[config.mk]
export PLATFORM = sky130hd
export DESIGN_NAME = window_stack_hit_test_unit
export DESIGN_NICKNAME = d
export VERILOG_FILES = /design/src/hdl/wsht_pkg.sv /design/src/hdl/wsht_ram.sv /design/src/hdl/wsht_ctrl.sv /design/src/hdl/wsht_dp.sv /design/src/hdl/window_stack_hit_test_unit.sv
export SDC_FILE = /design/constraint.sdc
export NUM_CORES = 1
export LEC_CHECK = 0
export ABC_AREA = 1
export BUFFER_PORTS_ARGS = -buffer_cell sky130_fd_sc_hd__buf_2
export CAP_MARGIN = 10
export CORE_MARGIN = 2
export CORE_UTILIZATION = 30
export CTS_BUF_LIST = sky130_fd_sc_hd__clkbuf_16
export DETAILED_ROUTE_END_ITERATION = 12
export PLACE_DENSITY = 0.54
export SYNTH_ARGS = -nofsm -noshare
export SYNTH_HDL_FRONTEND = slang
export SYNTH_SLANG_ARGS = --single-unit
export TNS_END_PERCENT = 100
[constraint.sdc]
create_clock -name clk -period 5.1 [get_ports clk]
set_input_delay 0.51 -clock clk [delete_from_list [all_inputs] [get_ports clk]]
set_output_delay 0.51 -clock clk [all_outputs]
set_load 0.02 [all_outputs]
[src/hdl/wsht_pkg.sv]
package wsht_pkg;

	localparam int unsigned XW = 12;
	localparam int unsigned YW = 11;
	localparam int unsigned NUMW = 5;

	typedef struct packed {
		logic          action;
		logic [XW-1:0] left;
		logic [YW-1:0] top;
		logic [XW-1:0] right;
		logic [YW-1:0] bottom;
		logic [XW-1:0] point_x;
		logic [YW-1:0] point_y;
	} item_t;

	typedef struct packed {
		logic            hit;
		logic [NUMW-1:0] window_number;
	} result_t;

	typedef struct packed {
		logic [XW-1:0] left;
		logic [YW-1:0] top;
		logic [XW-1:0] right;
		logic [YW-1:0] bottom;
	} rect_t;

	localparam int unsigned RECTW = $bits(rect_t);

	localparam logic ACT_DEFINE = 1'b0;
	localparam logic ACT_CLICK  = 1'b1;

	typedef enum logic [1:0] {
		ST_IDLE,
		ST_SCAN,
		ST_SHIFT,
		ST_PLACE
	} state_t;

	typedef struct packed {
		logic accept;
		logic scan;
		logic shift;
		logic place;
	} cmd_t;

	typedef struct packed {
		logic hit;
		logic miss;
		logic shift_done;
	} sts_t;

endpackage

[src/hdl/wsht_ram.sv]
module wsht_ram #(
	parameter int unsigned WIDTH = 8,
	parameter int unsigned DEPTH = 16
) (
	input  logic                             clk,
	input  logic                             we,
	input  logic [(DEPTH>1?$clog2(DEPTH):1)-1:0] waddr,
	input  logic [WIDTH-1:0]                 wdata,
	input  logic [(DEPTH>1?$clog2(DEPTH):1)-1:0] raddr,
	output logic [WIDTH-1:0]                 rdata
);

	logic [WIDTH-1:0] mem_q [DEPTH];
	logic [WIDTH-1:0] rdata_q;

	always_ff @(posedge clk) begin
		if (we) begin
			mem_q[waddr] <= wdata;
		end
		rdata_q <= mem_q[raddr];
	end

	assign rdata = rdata_q;

endmodule

[src/hdl/wsht_ctrl.sv]
module wsht_ctrl (
	input  logic          clk,
	input  logic          arst_n,
	input  logic          start,
	input  logic          action,
	input  wsht_pkg::sts_t sts,
	output wsht_pkg::cmd_t cmd,
	output logic          busy
);

	wsht_pkg::state_t state_q;
	wsht_pkg::state_t state_d;

	always_ff @(posedge clk or negedge arst_n) begin
		if (!arst_n) begin
			state_q <= wsht_pkg::ST_IDLE;
		end else begin
			state_q <= state_d;
		end
	end

	always_comb begin
		state_d = state_q;
		cmd = '0;
		busy = 1'b1;
		unique case (state_q)
			wsht_pkg::ST_IDLE: begin
				busy = 1'b0;
				cmd.accept = start;
				if (start && action == wsht_pkg::ACT_CLICK) begin
					state_d = wsht_pkg::ST_SCAN;
				end
			end
			wsht_pkg::ST_SCAN: begin
				cmd.scan = 1'b1;
				if (sts.hit) begin
					state_d = wsht_pkg::ST_SHIFT;
				end else if (sts.miss) begin
					state_d = wsht_pkg::ST_IDLE;
				end
			end
			wsht_pkg::ST_SHIFT: begin
				cmd.shift = 1'b1;
				if (sts.shift_done) begin
					state_d = wsht_pkg::ST_PLACE;
				end
			end
			wsht_pkg::ST_PLACE: begin
				cmd.place = 1'b1;
				state_d = wsht_pkg::ST_IDLE;
			end
			default: begin
				state_d = wsht_pkg::ST_IDLE;
			end
		endcase
	end

	a_hit_goes_shift: assert property (@(posedge clk) disable iff (!arst_n)
		(state_q == wsht_pkg::ST_SCAN && sts.hit) |=> state_q == wsht_pkg::ST_SHIFT)
		else $error("hit did not start the raise");

	a_shift_entry: assert property (@(posedge clk) disable iff (!arst_n)
		$rose(state_q == wsht_pkg::ST_SHIFT) |-> $past(state_q) == wsht_pkg::ST_SCAN)
		else $error("raise entered without a scan");

	a_busy_outside_idle: assert property (@(posedge clk) disable iff (!arst_n)
		(state_q != wsht_pkg::ST_IDLE) |-> busy)
		else $error("busy low while a click is in progress");

endmodule

[src/hdl/wsht_dp.sv]
module wsht_dp #(
	parameter int unsigned MAX_WINDOWS   = 16,
	parameter int unsigned SCREEN_WIDTH  = 2560,
	parameter int unsigned SCREEN_HEIGHT = 1440
) (
	input  logic             clk,
	input  logic             arst_n,
	input  wsht_pkg::item_t   item,
	input  wsht_pkg::cmd_t    cmd,
	output wsht_pkg::sts_t    sts,
	output wsht_pkg::result_t result,
	output logic             strobe
);

	localparam int unsigned AW = (MAX_WINDOWS > 1) ? $clog2(MAX_WINDOWS) : 1;
	localparam int unsigned CW = $clog2(MAX_WINDOWS + 1);
	localparam int unsigned EW = AW + wsht_pkg::RECTW;
	localparam int unsigned SW = 14;

	logic [CW-1:0] count_q;
	logic [CW-1:0] remaining_q;
	logic [CW-1:0] rd_ptr_q;
	logic [wsht_pkg::XW-1:0] px_q;
	logic [wsht_pkg::YW-1:0] py_q;
	logic          vld_s1;
	logic [AW-1:0] pos_s1;
	logic          wvld_s1;
	logic [AW-1:0] wadr_s1;
	logic [EW-1:0] hit_q;
	wsht_pkg::result_t res_q;
	logic          res_vld_q;

	logic          we;
	logic [AW-1:0] waddr;
	logic [EW-1:0] wdata;
	logic [AW-1:0] raddr;
	logic [EW-1:0] rdata;
	logic [CW-1:0] rem_m1;
	logic [CW-1:0] cnt_m1;
	logic [CW-1:0] ptr_m1;
	logic          define_wr;
	logic          offscreen;
	logic          issue;
	logic          sh_issue;
	logic          holds;
	logic          hit_now;
	logic          miss_now;
	wsht_pkg::rect_t rect;
	logic [AW-1:0] ent_idx;
	wsht_pkg::rect_t new_rect;

	assign rem_m1 = remaining_q - CW'(1);
	assign cnt_m1 = count_q - CW'(1);
	assign ptr_m1 = rd_ptr_q - CW'(1);

	assign define_wr = cmd.accept && item.action == wsht_pkg::ACT_DEFINE
		&& count_q != CW'(MAX_WINDOWS);
	assign offscreen = ({{(SW-wsht_pkg::XW){1'b0}}, item.point_x} >= SW'(SCREEN_WIDTH))
		|| ({{(SW-wsht_pkg::YW){1'b0}}, item.point_y} >= SW'(SCREEN_HEIGHT));

	assign issue    = cmd.scan && remaining_q != '0;
	assign sh_issue = cmd.shift && rd_ptr_q != count_q;

	assign rect    = rdata[wsht_pkg::RECTW-1:0];
	assign ent_idx = rdata[EW-1:wsht_pkg::RECTW];
	assign holds   = px_q >= rect.left && px_q <= rect.right
		&& py_q >= rect.top && py_q <= rect.bottom;

	assign hit_now  = cmd.scan && vld_s1 && holds;
	assign miss_now = cmd.scan && !hit_now
		&& ((vld_s1 && pos_s1 == '0) || (!vld_s1 && remaining_q == '0));

	assign sts.hit        = hit_now;
	assign sts.miss       = miss_now;
	assign sts.shift_done = cmd.shift && !sh_issue && !wvld_s1;

	assign new_rect.left   = item.left;
	assign new_rect.top    = item.top;
	assign new_rect.right  = item.right;
	assign new_rect.bottom = item.bottom;

	always_comb begin
		we    = 1'b0;
		waddr = count_q[AW-1:0];
		wdata = {count_q[AW-1:0], new_rect};
		if (define_wr) begin
			we = 1'b1;
		end else if (wvld_s1) begin
			we    = 1'b1;
			waddr = wadr_s1;
			wdata = rdata;
		end else if (cmd.place) begin
			we    = 1'b1;
			waddr = cnt_m1[AW-1:0];
			wdata = hit_q;
		end
		raddr = cmd.shift ? rd_ptr_q[AW-1:0] : rem_m1[AW-1:0];
	end

	wsht_ram #(
		.WIDTH (EW),
		.DEPTH (MAX_WINDOWS)
	) u_stack_ram (
		.clk   (clk),
		.we    (we),
		.waddr (waddr),
		.wdata (wdata),
		.raddr (raddr),
		.rdata (rdata)
	);

	always_ff @(posedge clk or negedge arst_n) begin
		if (!arst_n) begin
			count_q     <= '0;
			remaining_q <= '0;
			rd_ptr_q    <= '0;
			vld_s1      <= 1'b0;
			wvld_s1     <= 1'b0;
			res_vld_q   <= 1'b0;
		end else begin
			wvld_s1   <= sh_issue;
			res_vld_q <= hit_now || miss_now;
			if (define_wr) begin
				count_q <= count_q + CW'(1);
			end
			if (cmd.accept && item.action == wsht_pkg::ACT_CLICK) begin
				remaining_q <= offscreen ? '0 : count_q;
				vld_s1      <= 1'b0;
			end else if (hit_now) begin
				remaining_q <= '0;
				vld_s1      <= 1'b0;
				rd_ptr_q    <= CW'(pos_s1) + CW'(1);
			end else if (cmd.scan) begin
				vld_s1 <= issue;
				if (issue) begin
					remaining_q <= rem_m1;
				end
			end else if (sh_issue) begin
				rd_ptr_q <= rd_ptr_q + CW'(1);
			end
		end
	end

	always_ff @(posedge clk) begin
		if (cmd.accept) begin
			px_q <= item.point_x;
			py_q <= item.point_y;
		end
		if (issue) begin
			pos_s1 <= rem_m1[AW-1:0];
		end
		if (sh_issue) begin
			wadr_s1 <= ptr_m1[AW-1:0];
		end
		if (hit_now) begin
			hit_q <= rdata;
		end
		res_q.hit           <= hit_now;
		res_q.window_number <= hit_now
			? wsht_pkg::NUMW'(ent_idx) + wsht_pkg::NUMW'(1) : '0;
	end

	assign result = res_q;
	assign strobe = res_vld_q;

	a_count_bound: assert property (@(posedge clk) disable iff (!arst_n)
		count_q <= CW'(MAX_WINDOWS))
		else $error("window count beyond capacity");

	a_shift_in_range: assert property (@(posedge clk) disable iff (!arst_n)
		wvld_s1 |-> CW'(wadr_s1) < count_q)
		else $error("raise wrote outside the defined windows");

	a_miss_zero: assert property (@(posedge clk) disable iff (!arst_n)
		(res_vld_q && !res_q.hit) |-> res_q.window_number == '0)
		else $error("miss reported a window number");

endmodule

[src/hdl/window_stack_hit_test_unit.sv]
// A define beat is taken while idle and busy stays low, so defines can follow back to back.
// A click beat over n stacked windows scans from the top, one window per cycle through the
// stack RAM read port; the result strobe is registered from the hit or miss decision.
// A hit then raises the window by moving entries one per cycle, and a click holds busy until
// the raise is done. Results are shown for one cycle only, since the receiver cannot stall.
// Reset empties the stack at once; the stack RAM itself is not cleared.
module window_stack_hit_test_unit #(
	parameter int unsigned MAX_WINDOWS   = 16,
	parameter int unsigned SCREEN_WIDTH  = 2560,
	parameter int unsigned SCREEN_HEIGHT = 1440
) (
	input  logic             clk,
	input  logic             arst_n,
	input  logic             start,
	output logic             busy,
	input  wsht_pkg::item_t   item,
	output wsht_pkg::result_t result,
	output logic             strobe
);

	wsht_pkg::cmd_t cmd;
	wsht_pkg::sts_t sts;

	wsht_ctrl u_ctrl (
		.clk    (clk),
		.arst_n (arst_n),
		.start  (start),
		.action (item.action),
		.sts    (sts),
		.cmd    (cmd),
		.busy   (busy)
	);

	wsht_dp #(
		.MAX_WINDOWS   (MAX_WINDOWS),
		.SCREEN_WIDTH  (SCREEN_WIDTH),
		.SCREEN_HEIGHT (SCREEN_HEIGHT)
	) u_dp (
		.clk    (clk),
		.arst_n (arst_n),
		.item   (item),
		.cmd    (cmd),
		.sts    (sts),
		.result (result),
		.strobe (strobe)
	);

endmodule
==> qor.json, run 1 <==
{
  "status": {"value": "completed"},
  "clkSinkCount": {"value": 957},
  "numCtsBuffers": {"value": 97},
  "grt_max_degree": {"value": 168},
  "startpoint_type": {"value": "flip-flop"},
  "yosys_register_bits": {"value": 957},
  "maxSlewViolCount": {"value": 0},
  "placed_cells": {"value": 4554},
  "drtIter0Drc": {"value": 2491},
  "netlist_top_cells_area": {"value": "sky130_fd_sc_hd__edfxtp_1 69%, sky130_fd_sc_hd__o21ai_0 4.9%, sky130_fd_sc_hd__nor2_1 4.4%, sky130_fd_sc_hd__o221ai_1 3.2%, sky130_fd_sc_hd__dfxtp_1 2.9%"},
  "final-hold-violation-count": {"value": 0},
  "antenna_found_initial": {"value": 2},
  "number_of_global_route_vias_before_repair": {"value": 23100},
  "synth_largest_area_cell": {"value": "sky130_fd_sc_hd__edfxtp_1"},
  "setup_tns": {"value": 0, "unit": "ns"},
  "routed-via-count": {"value": 24000},
  "max_cap_viol_count": {"value": 0},
  "p_total": {"value": 29.4, "unit": "mW"},
  "timing.slew.headroom": {"value": 19.8, "unit": "%"},
  "ant_nets": {"value": 0},
  "synthMostInstantiatedCell": {"value": "sky130_fd_sc_hd__edfxtp_1"},
  "routed_wirelength": {"value": 106000, "unit": "um"},
  "finalCriticalPeriod": {"value": 3.62, "unit": "ns"},
  "layout-area-overhead-vs-synth": {"value": 15.6, "unit": "%"},
  "grt_first_pass_wirelength": {"value": 157000, "unit": "um"},
  "postSynthNetCount": {"value": 3030},
  "crit_path_start": {"value": "u_dp.count_q[0]$_DFFE_PN0P_"},
  "sequential_cell_area": {"value": 28100, "unit": "um2"},
  "die_width": {"value": 361, "unit": "um"},
  "critical_path_peak_fanout": {"value": 20},
  "reg2reg_depth": {"value": 11},
  "final.fill_count": {"value": 12300},
  "yosys_most_used_dff": {"value": "sky130_fd_sc_hd__edfxtp_1"},
  "count_of_cell_types_in_the_netlist": {"value": 39},
  "final_net_count": {"value": 3126},
  "dpl_worst_slack": {"value": 1.50, "unit": "ns"},
  "path_clk_slew": {"value": 0.07, "unit": "ns"},
  "critPathArrivalTime": {"value": 3.91, "unit": "ns"},
  "fp.dieArea": {"value": 131000, "unit": "um2"},
  "drive_above_1_share": {"value": 11.7, "unit": "%"},
  "globalRouteTotalUtil": {"value": 15.9, "unit": "%"},
  "synth.avg_cell_area": {"value": 13.2, "unit": "um2"},
  "sum_of_net_half_perimeters_after_detailed_placement": {"value": 57800, "unit": "um"},
  "final_core_utilization": {"value": 34.9, "unit": "%"},
  "insertion_delay": {"value": 0.66, "unit": "ns"},
  "num_io_pins": {"value": 81},
  "worstSetupPathType": {"value": "reg -> reg"},
  "synth_cells": {"value": 2903},
  "final-instance-count-excl-fill": {"value": 4744},
  "r2r-start": {"value": "u_dp.count_q[0]$_DFFE_PN0P_"},
  "r2r-end": {"value": "u_dp.u_stack_ram.mem_q[12][5]$_DFFE_PP_"},
  "endpoint": {"value": "u_dp.u_stack_ram.mem_q[12][5]$_DFFE_PP_"},
  "synth_top_cell_area_share": {"value": 69.0, "unit": "%"},
  "htree_num_levels": {"value": 3},
  "postLayoutSetupSlackWorst": {"value": 1.48, "unit": "ns"},
  "seq_area_frac_synth": {"value": 73.2, "unit": "%"},
  "route.detailed.wl_per_inst": {"value": 22.3, "unit": "um"},
  "gpl.final_weighted_congestion": {"value": 0.813},
  "synth.yosys.warnings": {"value": 0},
  "synth-edff-count": {"value": 881},
  "start_util": {"value": 30.1, "unit": "%"},
  "finalSetupViolations": {"value": 0},
  "insertedDiodeCount": {"value": 0},
  "floorplan.rows": {"value": 131},
  "global_route.overflow_total": {"value": 0},
  "ctsLongestPathBuffers": {"value": 3},
  "core_area": {"value": 127000, "unit": "um2"},
  "tritoncts_clock_tree": {"value": "yes"},
  "avgViaCountPerCell": {"value": 5.06},
  "first_pass_iters": {"value": 8},
  "die_y": {"value": 361, "unit": "um"},
  "synthTopCellsByCount": {"value": "881 x sky130_fd_sc_hd__edfxtp_1, 449 x sky130_fd_sc_hd__nor2_1, 372 x sky130_fd_sc_hd__o21ai_0, 217 x sky130_fd_sc_hd__nand2_1, 140 x sky130_fd_sc_hd__o221ai_1"},
  "synthArstFlopShare": {"value": 2.09, "unit": "%"},
  "cts.repair.resized": {"value": 0},
  "drc": {"value": 0},
  "netlist_area_before_placement": {"value": 38300, "unit": "um2"},
  "fin_skew": {"value": 0.0391, "unit": "ns"},
  "worst_ir_drop_vdd": {"value": 1.20, "unit": "mV"},
  "ctsRootBufferMaster": {"value": "sky130_fd_sc_hd__clkbuf_16"},
  "critPathRequiredTime": {"value": 5.39, "unit": "ns"},
  "fmaxAchievable": {"value": 0.277, "unit": "GHz"},
  "power-per-cell-area": {"value": 664, "unit": "nW/um2"},
  "reg2reg_slack": {"value": 1.48, "unit": "ns"},
  "port-buffer-count": {"value": 80},
  "leakage": {"value": 14.9, "unit": "nW"},
  "layout_worst_path_cycle_share": {"value": 70.9, "unit": "%"},
  "cts_setup_buffers": {"value": 0},
  "crit_path_end_kind": {"value": "flip-flop"},
  "grt_setup_unrepaired": {"value": "false"},
  "worstHoldPathType": {"value": "in -> reg"},
  "max_slew.worst_pin.slew": {"value": 1.20, "unit": "ns"},
  "multi_input_comb_area": {"value": 9100, "unit": "um2"}
}
## state kept, by name, summed over array words and instances (netlist names), 4 cells and up, named ones only
name / flops
u_dp.count_q: 5
u_dp.rd_ptr_q: 5
u_dp.py_q: 11
u_dp.result: 6
u_dp.wadr_s1: 4
u_dp.u_stack_ram.mem_q: 800
u_dp.hit_q: 50
u_dp.u_stack_ram.rdata: 50
u_dp.pos_s1: 4
u_dp.px_q: 12
u_dp.remaining_q: 5
## layout make-up
class / count / share of cell area, %
repair buffers: 180 / 3.15
clock buffers: 100 / 5.65
multi-input cells: 1644 / 20.5
well taps: 1662 / 4.69
flip-flops and latches: 957 / 63.3
clock inverters: 82 / 1.59
inverters: 119 / 1.06
## per-layer routing
metal | track usage (%) | routed length, um
met1 | 22.5 | 48500
met2 | 25.1 | 48500
met4 | 3.81 | 2030
met5 | 0 | 13
met3 | 3.04 | 6960
## metrics by stage
step / instance area [um2] / hold slack (ns)
floorplan: 38300 / 0.214
finish: 44300 / 0.0291
CTS: 44300 / 0.00183
global placement: 41000 / 0.447
detailed placement: 41000 / 0.446
global route: 44300 / 0.0241
## cell usage in the layout, fill, tap and decap left out, types with 75 or more instances in the layout
cell type	count
sky130_fd_sc_hd__o21ai_0	358
sky130_fd_sc_hd__buf_2	80
sky130_fd_sc_hd__clkbuf_16	100
sky130_fd_sc_hd__o221ai_1	140
sky130_fd_sc_hd__inv_1	126
sky130_fd_sc_hd__nor2_1	433
sky130_fd_sc_hd__o21ai_1	120
sky130_fd_sc_hd__nand2_1	217
sky130_fd_sc_hd__edfxtp_1	881
sky130_fd_sc_hd__buf_4	75
## power by group
group          leakage (nW)  switching, mW  internal [mW]  total (mW)
Sequential             8.66          0.545           10.0        10.6
Combinational          4.63           8.32           3.37        11.7
Clock                  1.63           3.01           4.16        7.17
Total                  14.9           11.9           17.6        29.4
## critical path, cell delays in order (launching register included)
cell	delay [ns]
sky130_fd_sc_hd__dfrtp_1	0.46
sky130_fd_sc_hd__inv_1	0.21
sky130_fd_sc_hd__ha_1	0.18
sky130_fd_sc_hd__nand4_1	0.09
sky130_fd_sc_hd__nand2_1	0.35
sky130_fd_sc_hd__inv_2	0.17
sky130_fd_sc_hd__a21oi_1	0.16
sky130_fd_sc_hd__o21ai_1	0.07
sky130_fd_sc_hd__o21ai_1	0.17
sky130_fd_sc_hd__nand3_1	0.39
sky130_fd_sc_hd__nor2_4	0.53
sky130_fd_sc_hd__buf_4	0.44
## cell families (layout without fill, tap and decap cells)
family	count (synthesis)	after routing	share of synthesized area, %
buffers and inverters	302	481	3.42
DFF	957	957	73.2
muxes	46	46	1.20
adders and majority gates	54	54	1.76
xor gates and xnor gates	14	14	0.320
AOI/OAI and AO/OA	784	784	12.3
and+or+nand+nor	746	746	7.71
## repair_timing
item	in CTS	in global routing
hold buffers	6	0
endpoints found under the setup margin	0	0
hold endpoints to repair	25	0
## worst min-delay path by stage
stage | from | to | slack, ns | depth (start not counted)
4_1_cts | item[11] | u_dp.px_q[0]$_DFFE_PP_ | 0.002 | 1
6_report | item[11] | u_dp.px_q[0]$_DFFE_PP_ | 0.03 | 1
5_1_grt | item[11] | u_dp.px_q[0]$_DFFE_PP_ | 0.02 | 1
3_5_place_dp | u_dp.u_stack_ram.rdata[21]$_DFF_P_ | u_dp.hit_q[21]$_DFFE_PN_ | 0.45 | 0
2_1_floorplan | arst_n | async pin | 0.21 | 0
3_3_place_gp | u_dp.u_stack_ram.rdata[21]$_DFF_P_ | u_dp.hit_q[21]$_DFFE_PN_ | 0.45 | 0
No activity file was read; power rests on OpenSTA's default activity.
==> inputs of run 2 (changes only) <==
--- a/config.mk
+++ b/config.mk
@@ -5,7 +5,7 @@
 export SDC_FILE = /design/constraint.sdc
 export NUM_CORES = 1
 export LEC_CHECK = 0
-export ABC_AREA = 1
+export ABC_AREA = 0
 export BUFFER_PORTS_ARGS = -buffer_cell sky130_fd_sc_hd__buf_2
 export CAP_MARGIN = 10
 export CORE_MARGIN = 2
==> constraint.sdc (replaced) <==
create_clock -name clk -period 3.7 [get_ports clk]
set_input_delay 0.37 -clock clk [delete_from_list [all_inputs] [get_ports clk]]
set_output_delay 0.37 -clock clk [all_outputs]
set_load 0.02 [all_outputs]
==> run 2 against run 1 <==
Compared with the run above:
- clock skew shrank 0.0071 ns
- via count decreased by 20%
- synthesized cell count down 33%
- core utilization grew 0.71 points
==> qor.json, run 2 <==
{
  "largest_register_ff_count": {"value": 800, "change": "unchanged"},
  "synth_cells": {"value": 1944, "change": "was 2903"},
  "synthArstFlopShare": {"value": 2.09, "unit": "%", "change": "unchanged"},
  "route.detailed.wl_per_inst": {"value": 24.8, "unit": "um", "change": "was 22.3 um"},
  "drive_above_1_share": {"value": 25.2, "unit": "%", "change": "was 11.7%"},
  "grt_max_degree": {"value": 83, "change": "was 168"},
  "synth_top_cell_area_share": {"value": 70.2, "unit": "%", "change": "was 69.0%"},
  "numCtsBuffers": {"value": 96, "change": "was 97"},
  "worst_hold_path.endpoint": {"value": "u_ctrl.state_q[0]$_DFFE_PN0P_", "change": "was u_dp.px_q[0]$_DFFE_PP_"},
  "drtIter0Drc": {"value": 1714, "change": "was 2491"},
  "die_y": {"value": 359, "unit": "um", "change": "was 361 um"},
  "max_slew.worst_pin.slew": {"value": 1.02, "unit": "ns", "change": "was 1.20 ns"},
  "drc": {"value": 0, "change": "unchanged"},
  "regMostFlops": {"value": "u_dp.u_stack_ram.mem_q", "change": "unchanged"},
  "start_util": {"value": 30.1, "unit": "%", "change": "about the same"},
  "leakage": {"value": 14.8, "unit": "nW", "change": "was 14.9 nW"},
  "count_of_cell_types_in_the_netlist": {"value": 50, "change": "was 39"},
  "grtUsageMet1": {"value": 20.8, "unit": "%", "change": "was 22.5%"},
  "max_cap_viol_count": {"value": 0, "change": "unchanged"},
  "dpl_worst_slack": {"value": 0.344, "unit": "ns", "change": "was 1.50 ns"},
  "postLayoutSetupSlackWorst": {"value": 0.312, "unit": "ns", "change": "was 1.48 ns"},
  "synthTopCellsByCount": {"value": "881 x sky130_fd_sc_hd__edfxtp_1, 200 x sky130_fd_sc_hd__mux4_2, 97 x sky130_fd_sc_hd__mux2i_1, 84 x sky130_fd_sc_hd__nand2_1, 80 x sky130_fd_sc_hd__a21oi_1", "change": "was 881 x sky130_fd_sc_hd__edfxtp_1, 449 x sky130_fd_sc_hd__nor2_1, 372 x sky130_fd_sc_hd__o21ai_0, 217 x sky130_fd_sc_hd__nand2_1, 140 x sky130_fd_sc_hd__o221ai_1"},
  "status": {"value": "completed", "change": "unchanged"},
  "floorplan.rows": {"value": 130, "change": "was 131"},
  "global_route.overflow_total": {"value": 0, "change": "unchanged"},
  "mostFrequentLayoutCells": {"value": "881 x sky130_fd_sc_hd__edfxtp_1, 200 x sky130_fd_sc_hd__mux4_2, 98 x sky130_fd_sc_hd__clkbuf_16, 96 x sky130_fd_sc_hd__mux2i_1, 95 x sky130_fd_sc_hd__buf_4", "change": "was 881 x sky130_fd_sc_hd__edfxtp_1, 433 x sky130_fd_sc_hd__nor2_1, 358 x sky130_fd_sc_hd__o21ai_0, 217 x sky130_fd_sc_hd__nand2_1, 140 x sky130_fd_sc_hd__o221ai_1"},
  "globalRouteMet3Util": {"value": 2.52, "unit": "%", "change": "was 3.04%"},
  "worst_hold_path.num_cells": {"value": 3, "change": "was 1"},
  "worstSetupPathType": {"value": "reg -> reg", "change": "unchanged"},
  "dpl-instance-area": {"value": 41100, "unit": "um2", "change": "was 41000 um2"},
  "globalRouteTotalUtil": {"value": 15.0, "unit": "%", "change": "was 15.9%"},
  "r2r-end": {"value": "u_dp.u_stack_ram.rdata[12]$_DFF_P_", "change": "was u_dp.u_stack_ram.mem_q[12][5]$_DFFE_PP_"},
  "tritoncts_clock_tree": {"value": "yes", "change": "unchanged"},
  "ant_nets": {"value": 0, "change": "unchanged"},
  "seq_area_frac_synth": {"value": 74.5, "unit": "%", "change": "was 73.2%"},
  "hp-start": {"value": "start", "change": "was item[11]"},
  "synth_largest_area_cell": {"value": "sky130_fd_sc_hd__edfxtp_1", "change": "unchanged"},
  "gr-max-usage-layer": {"value": "met2", "change": "unchanged"},
  "final_core_utilization": {"value": 35.6, "unit": "%", "change": "was 34.9%"},
  "layout-area-overhead-vs-synth": {"value": 18.1, "unit": "%", "change": "was 15.6%"},
  "gpl.final_weighted_congestion": {"value": 0.774, "change": "was 0.813"},
  "clkSinkCount": {"value": 957, "change": "unchanged"},
  "avgViaCountPerCell": {"value": 4.93, "change": "was 5.06"},
  "yosys_register_bits": {"value": 957, "change": "unchanged"},
  "synth.avg_cell_area": {"value": 19.4, "unit": "um2", "change": "was 13.2 um2"},
  "layout_commonest_cell": {"value": "sky130_fd_sc_hd__edfxtp_1", "change": "unchanged"},
  "synthMostInstantiatedCell": {"value": "sky130_fd_sc_hd__edfxtp_1", "change": "unchanged"},
  "number_of_global_route_vias_before_repair": {"value": 20100, "change": "was 23100"},
  "insertedDiodeCount": {"value": 0, "change": "unchanged"},
  "final-hold-violation-count": {"value": 0, "change": "unchanged"},
  "core_area": {"value": 125000, "unit": "um2", "change": "was 127000 um2"},
  "maxSlewViolCount": {"value": 0, "change": "unchanged"},
  "first_pass_iters": {"value": 5, "change": "was 8"},
  "r2r-start": {"value": "u_ctrl.state_q[0]$_DFFE_PN0P_", "change": "was u_dp.count_q[0]$_DFFE_PN0P_"},
  "cts_setup_buffers": {"value": 0, "change": "unchanged"},
  "critPathRequiredTime": {"value": 4.17, "unit": "ns", "change": "was 5.39 ns"},
  "grt_setup_unrepaired": {"value": "false", "change": "unchanged"},
  "fp.dieArea": {"value": 129000, "unit": "um2", "change": "was 131000 um2"},
  "finalInstanceArea": {"value": 44500, "unit": "um2", "change": "was 44300 um2"},
  "fin_skew": {"value": 0.0320, "unit": "ns", "change": "was 0.0391 ns"},
  "postSynthNetCount": {"value": 2071, "change": "was 3030"},
  "insertion_delay": {"value": 0.68, "unit": "ns", "change": "was 0.66 ns"},
  "routed-via-count": {"value": 19300, "change": "was 24000"},
  "num_io_pins": {"value": 81, "change": "unchanged"},
  "final-instance-count-excl-fill": {"value": 3908, "change": "was 4744"},
  "critical_path_peak_fanout": {"value": 82, "change": "was 20"},
  "yosys_most_used_dff": {"value": "sky130_fd_sc_hd__edfxtp_1", "change": "unchanged"},
  "path_clk_slew": {"value": 0.06, "unit": "ns", "change": "was 0.07 ns"},
  "power-per-cell-area": {"value": 896, "unit": "nW/um2", "change": "was 664 nW/um2"},
  "met2_usage": {"value": 24.3, "unit": "%", "change": "was 25.1%"},
  "reg2reg_depth": {"value": 9, "change": "was 11"},
  "finalSetupViolations": {"value": 0, "change": "unchanged"},
  "reg2reg_slack": {"value": 0.31, "unit": "ns", "change": "was 1.48 ns"},
  "worstHoldPathType": {"value": "in -> reg", "change": "unchanged"},
  "sum_of_net_half_perimeters_after_detailed_placement": {"value": 59200, "unit": "um", "change": "was 57800 um"},
  "netlist_top_cells_area": {"value": "sky130_fd_sc_hd__edfxtp_1 70%, sky130_fd_sc_hd__mux4_2 12%, sky130_fd_sc_hd__dfxtp_1 3.0%, sky130_fd_sc_hd__mux2i_1 2.6%, sky130_fd_sc_hd__ha_1 1.8%", "change": "was sky130_fd_sc_hd__edfxtp_1 69%, sky130_fd_sc_hd__o21ai_0 4.9%, sky130_fd_sc_hd__nor2_1 4.4%, sky130_fd_sc_hd__o221ai_1 3.2%, sky130_fd_sc_hd__dfxtp_1 2.9%"},
  "finalCriticalPeriod": {"value": 3.39, "unit": "ns", "change": "was 3.62 ns"},
  "final_net_count": {"value": 2303, "change": "was 3126"},
  "htree_num_levels": {"value": 3, "change": "unchanged"},
  "fmaxAchievable": {"value": 0.295, "unit": "GHz", "change": "was 0.277 GHz"},
  "startpoint_type": {"value": "flip-flop", "change": "unchanged"},
  "worst_ir_drop_vdd": {"value": 1.22, "unit": "mV", "change": "was 1.20 mV"},
  "ctsLongestPathBuffers": {"value": 3, "change": "unchanged"},
  "synth.yosys.warnings": {"value": 0, "change": "unchanged"},
  "timing.slew.headroom": {"value": 31.3, "unit": "%", "change": "was 19.8%"},
  "grt_first_pass_wirelength": {"value": 140000, "unit": "um", "change": "was 157000 um"},
  "crit_path_end_kind": {"value": "flip-flop", "change": "unchanged"},
  "layout_worst_path_cycle_share": {"value": 91.6, "unit": "%", "change": "was 70.9%"},
  "die_width": {"value": 359, "unit": "um", "change": "was 361 um"},
  "port-buffer-count": {"value": 80, "change": "unchanged"},
  "routed_wirelength": {"value": 97000, "unit": "um", "change": "was 106000 um"},
  "antenna_found_initial": {"value": 8, "change": "was 2"},
  "netlist_area_before_placement": {"value": 37700, "unit": "um2", "change": "was 38300 um2"},
  "ctsRootBufferMaster": {"value": "sky130_fd_sc_hd__clkbuf_16", "change": "unchanged"},
  "synth-edff-count": {"value": 881, "change": "unchanged"},
  "placed_cells": {"value": 3704, "change": "was 4554"},
  "p_total": {"value": 39.9, "unit": "mW", "change": "was 29.4 mW"},
  "critPathArrivalTime": {"value": 3.86, "unit": "ns", "change": "was 3.91 ns"}
}
==> run 2: how the worst max path moves through the flow <==
| stage | start | end | slack [ns] | depth (start not counted) |
|---|---|---|---|---|
| floorplan | u_dp.count_q[0]$_DFFE_PN0P_ | u_dp.u_stack_ram.mem_q[0][0]$_DFFE_PP_ | -0.82 | 10 |
| global placement | u_ctrl.state_q[0]$_DFFE_PN0P_ | u_dp.u_stack_ram.rdata[12]$_DFF_P_ | 0.33 | 9 |
| detailed placement | u_ctrl.state_q[0]$_DFFE_PN0P_ | u_dp.u_stack_ram.rdata[12]$_DFF_P_ | 0.34 | 9 |
| CTS | u_ctrl.state_q[0]$_DFFE_PN0P_ | u_dp.u_stack_ram.rdata[12]$_DFF_P_ | 0.29 | 9 |
| global route | u_ctrl.state_q[0]$_DFFE_PN0P_ | u_dp.u_stack_ram.rdata[12]$_DFF_P_ | 0.14 | 9 |
| finish | u_ctrl.state_q[0]$_DFFE_PN0P_ | u_dp.u_stack_ram.rdata[12]$_DFF_P_ | 0.31 | 9 |
==> run 2: metal layers <==
metal	share of wire [%]	vias up	routed length [um]
li1	-	8306	-
met1	44	10200	42900
met2	48	585	46200
met3	5.5	140	5320
met4	2.7	4	2590
met5	0.028	-	27
==> run 2: cell type report <==
| type | count | area, um2 |
|---|---|---|
| multi-input combinational | 832 | 9050 |
| fill | 11600 | 80700 |
| timing repair buffer | 230 | 1970 |
| clock inverter | 82 | 696 |
| tap | 1650 | 2060 |
| clock buffer | 98 | 2450 |
| inverter | 59 | 221 |
| sequential | 957 | 28100 |
==> run 2: timing repair <==
action	in CTS	in global routing
resized for setup	0	1
setup endpoints to repair	0	158
endpoints found under the hold margin	43	0
hold buffers	24	0
==> run 2: power breakdown <==
part / switching, mW / internal (mW) / total [mW]
registers: 0.783 / 14.0 / 14.8
clock network: 4.14 / 5.58 / 9.72
logic: 8.60 / 6.77 / 15.4
total: 13.5 / 26.4 / 39.9
==> run 2: cell families (layout without fill, tap and decap cells) <==
family / count (synthesis) / in the layout / share of synthesized area (%)
simple gates: 222 / 222 / 2.89
buf+inv: 155 / 469 / 2.02
mux: 300 / 300 / 14.6
xor+xnor: 21 / 21 / 0.488
fa+ha+maj: 54 / 54 / 1.79
compound gates: 235 / 235 / 3.75
flops: 957 / 957 / 74.5
==> run 2: worst max-delay path: stages, from the launching register on <==
cell,delay [ns]
sky130_fd_sc_hd__dfrtp_1,0.45
sky130_fd_sc_hd__nand2b_1,0.32
sky130_fd_sc_hd__buf_4,0.25
sky130_fd_sc_hd__nor2_1,0.08
sky130_fd_sc_hd__a21oi_4,0.25
sky130_fd_sc_hd__buf_12,0.40
sky130_fd_sc_hd__mux4_2,0.32
sky130_fd_sc_hd__nor2b_1,0.21
sky130_fd_sc_hd__a211oi_1,0.08
sky130_fd_sc_hd__a21oi_1,0.68
==> run 2: metrics by stage <==
stage | TNS [ns] | hold slack (ns)
floorplan | -246.84 | 0.0744
global placement | 0 | 0.386
detailed placement | 0 | 0.396
CTS | 0 | 0.100
global route | 0 | 0.158
finish | 0 | 0.151
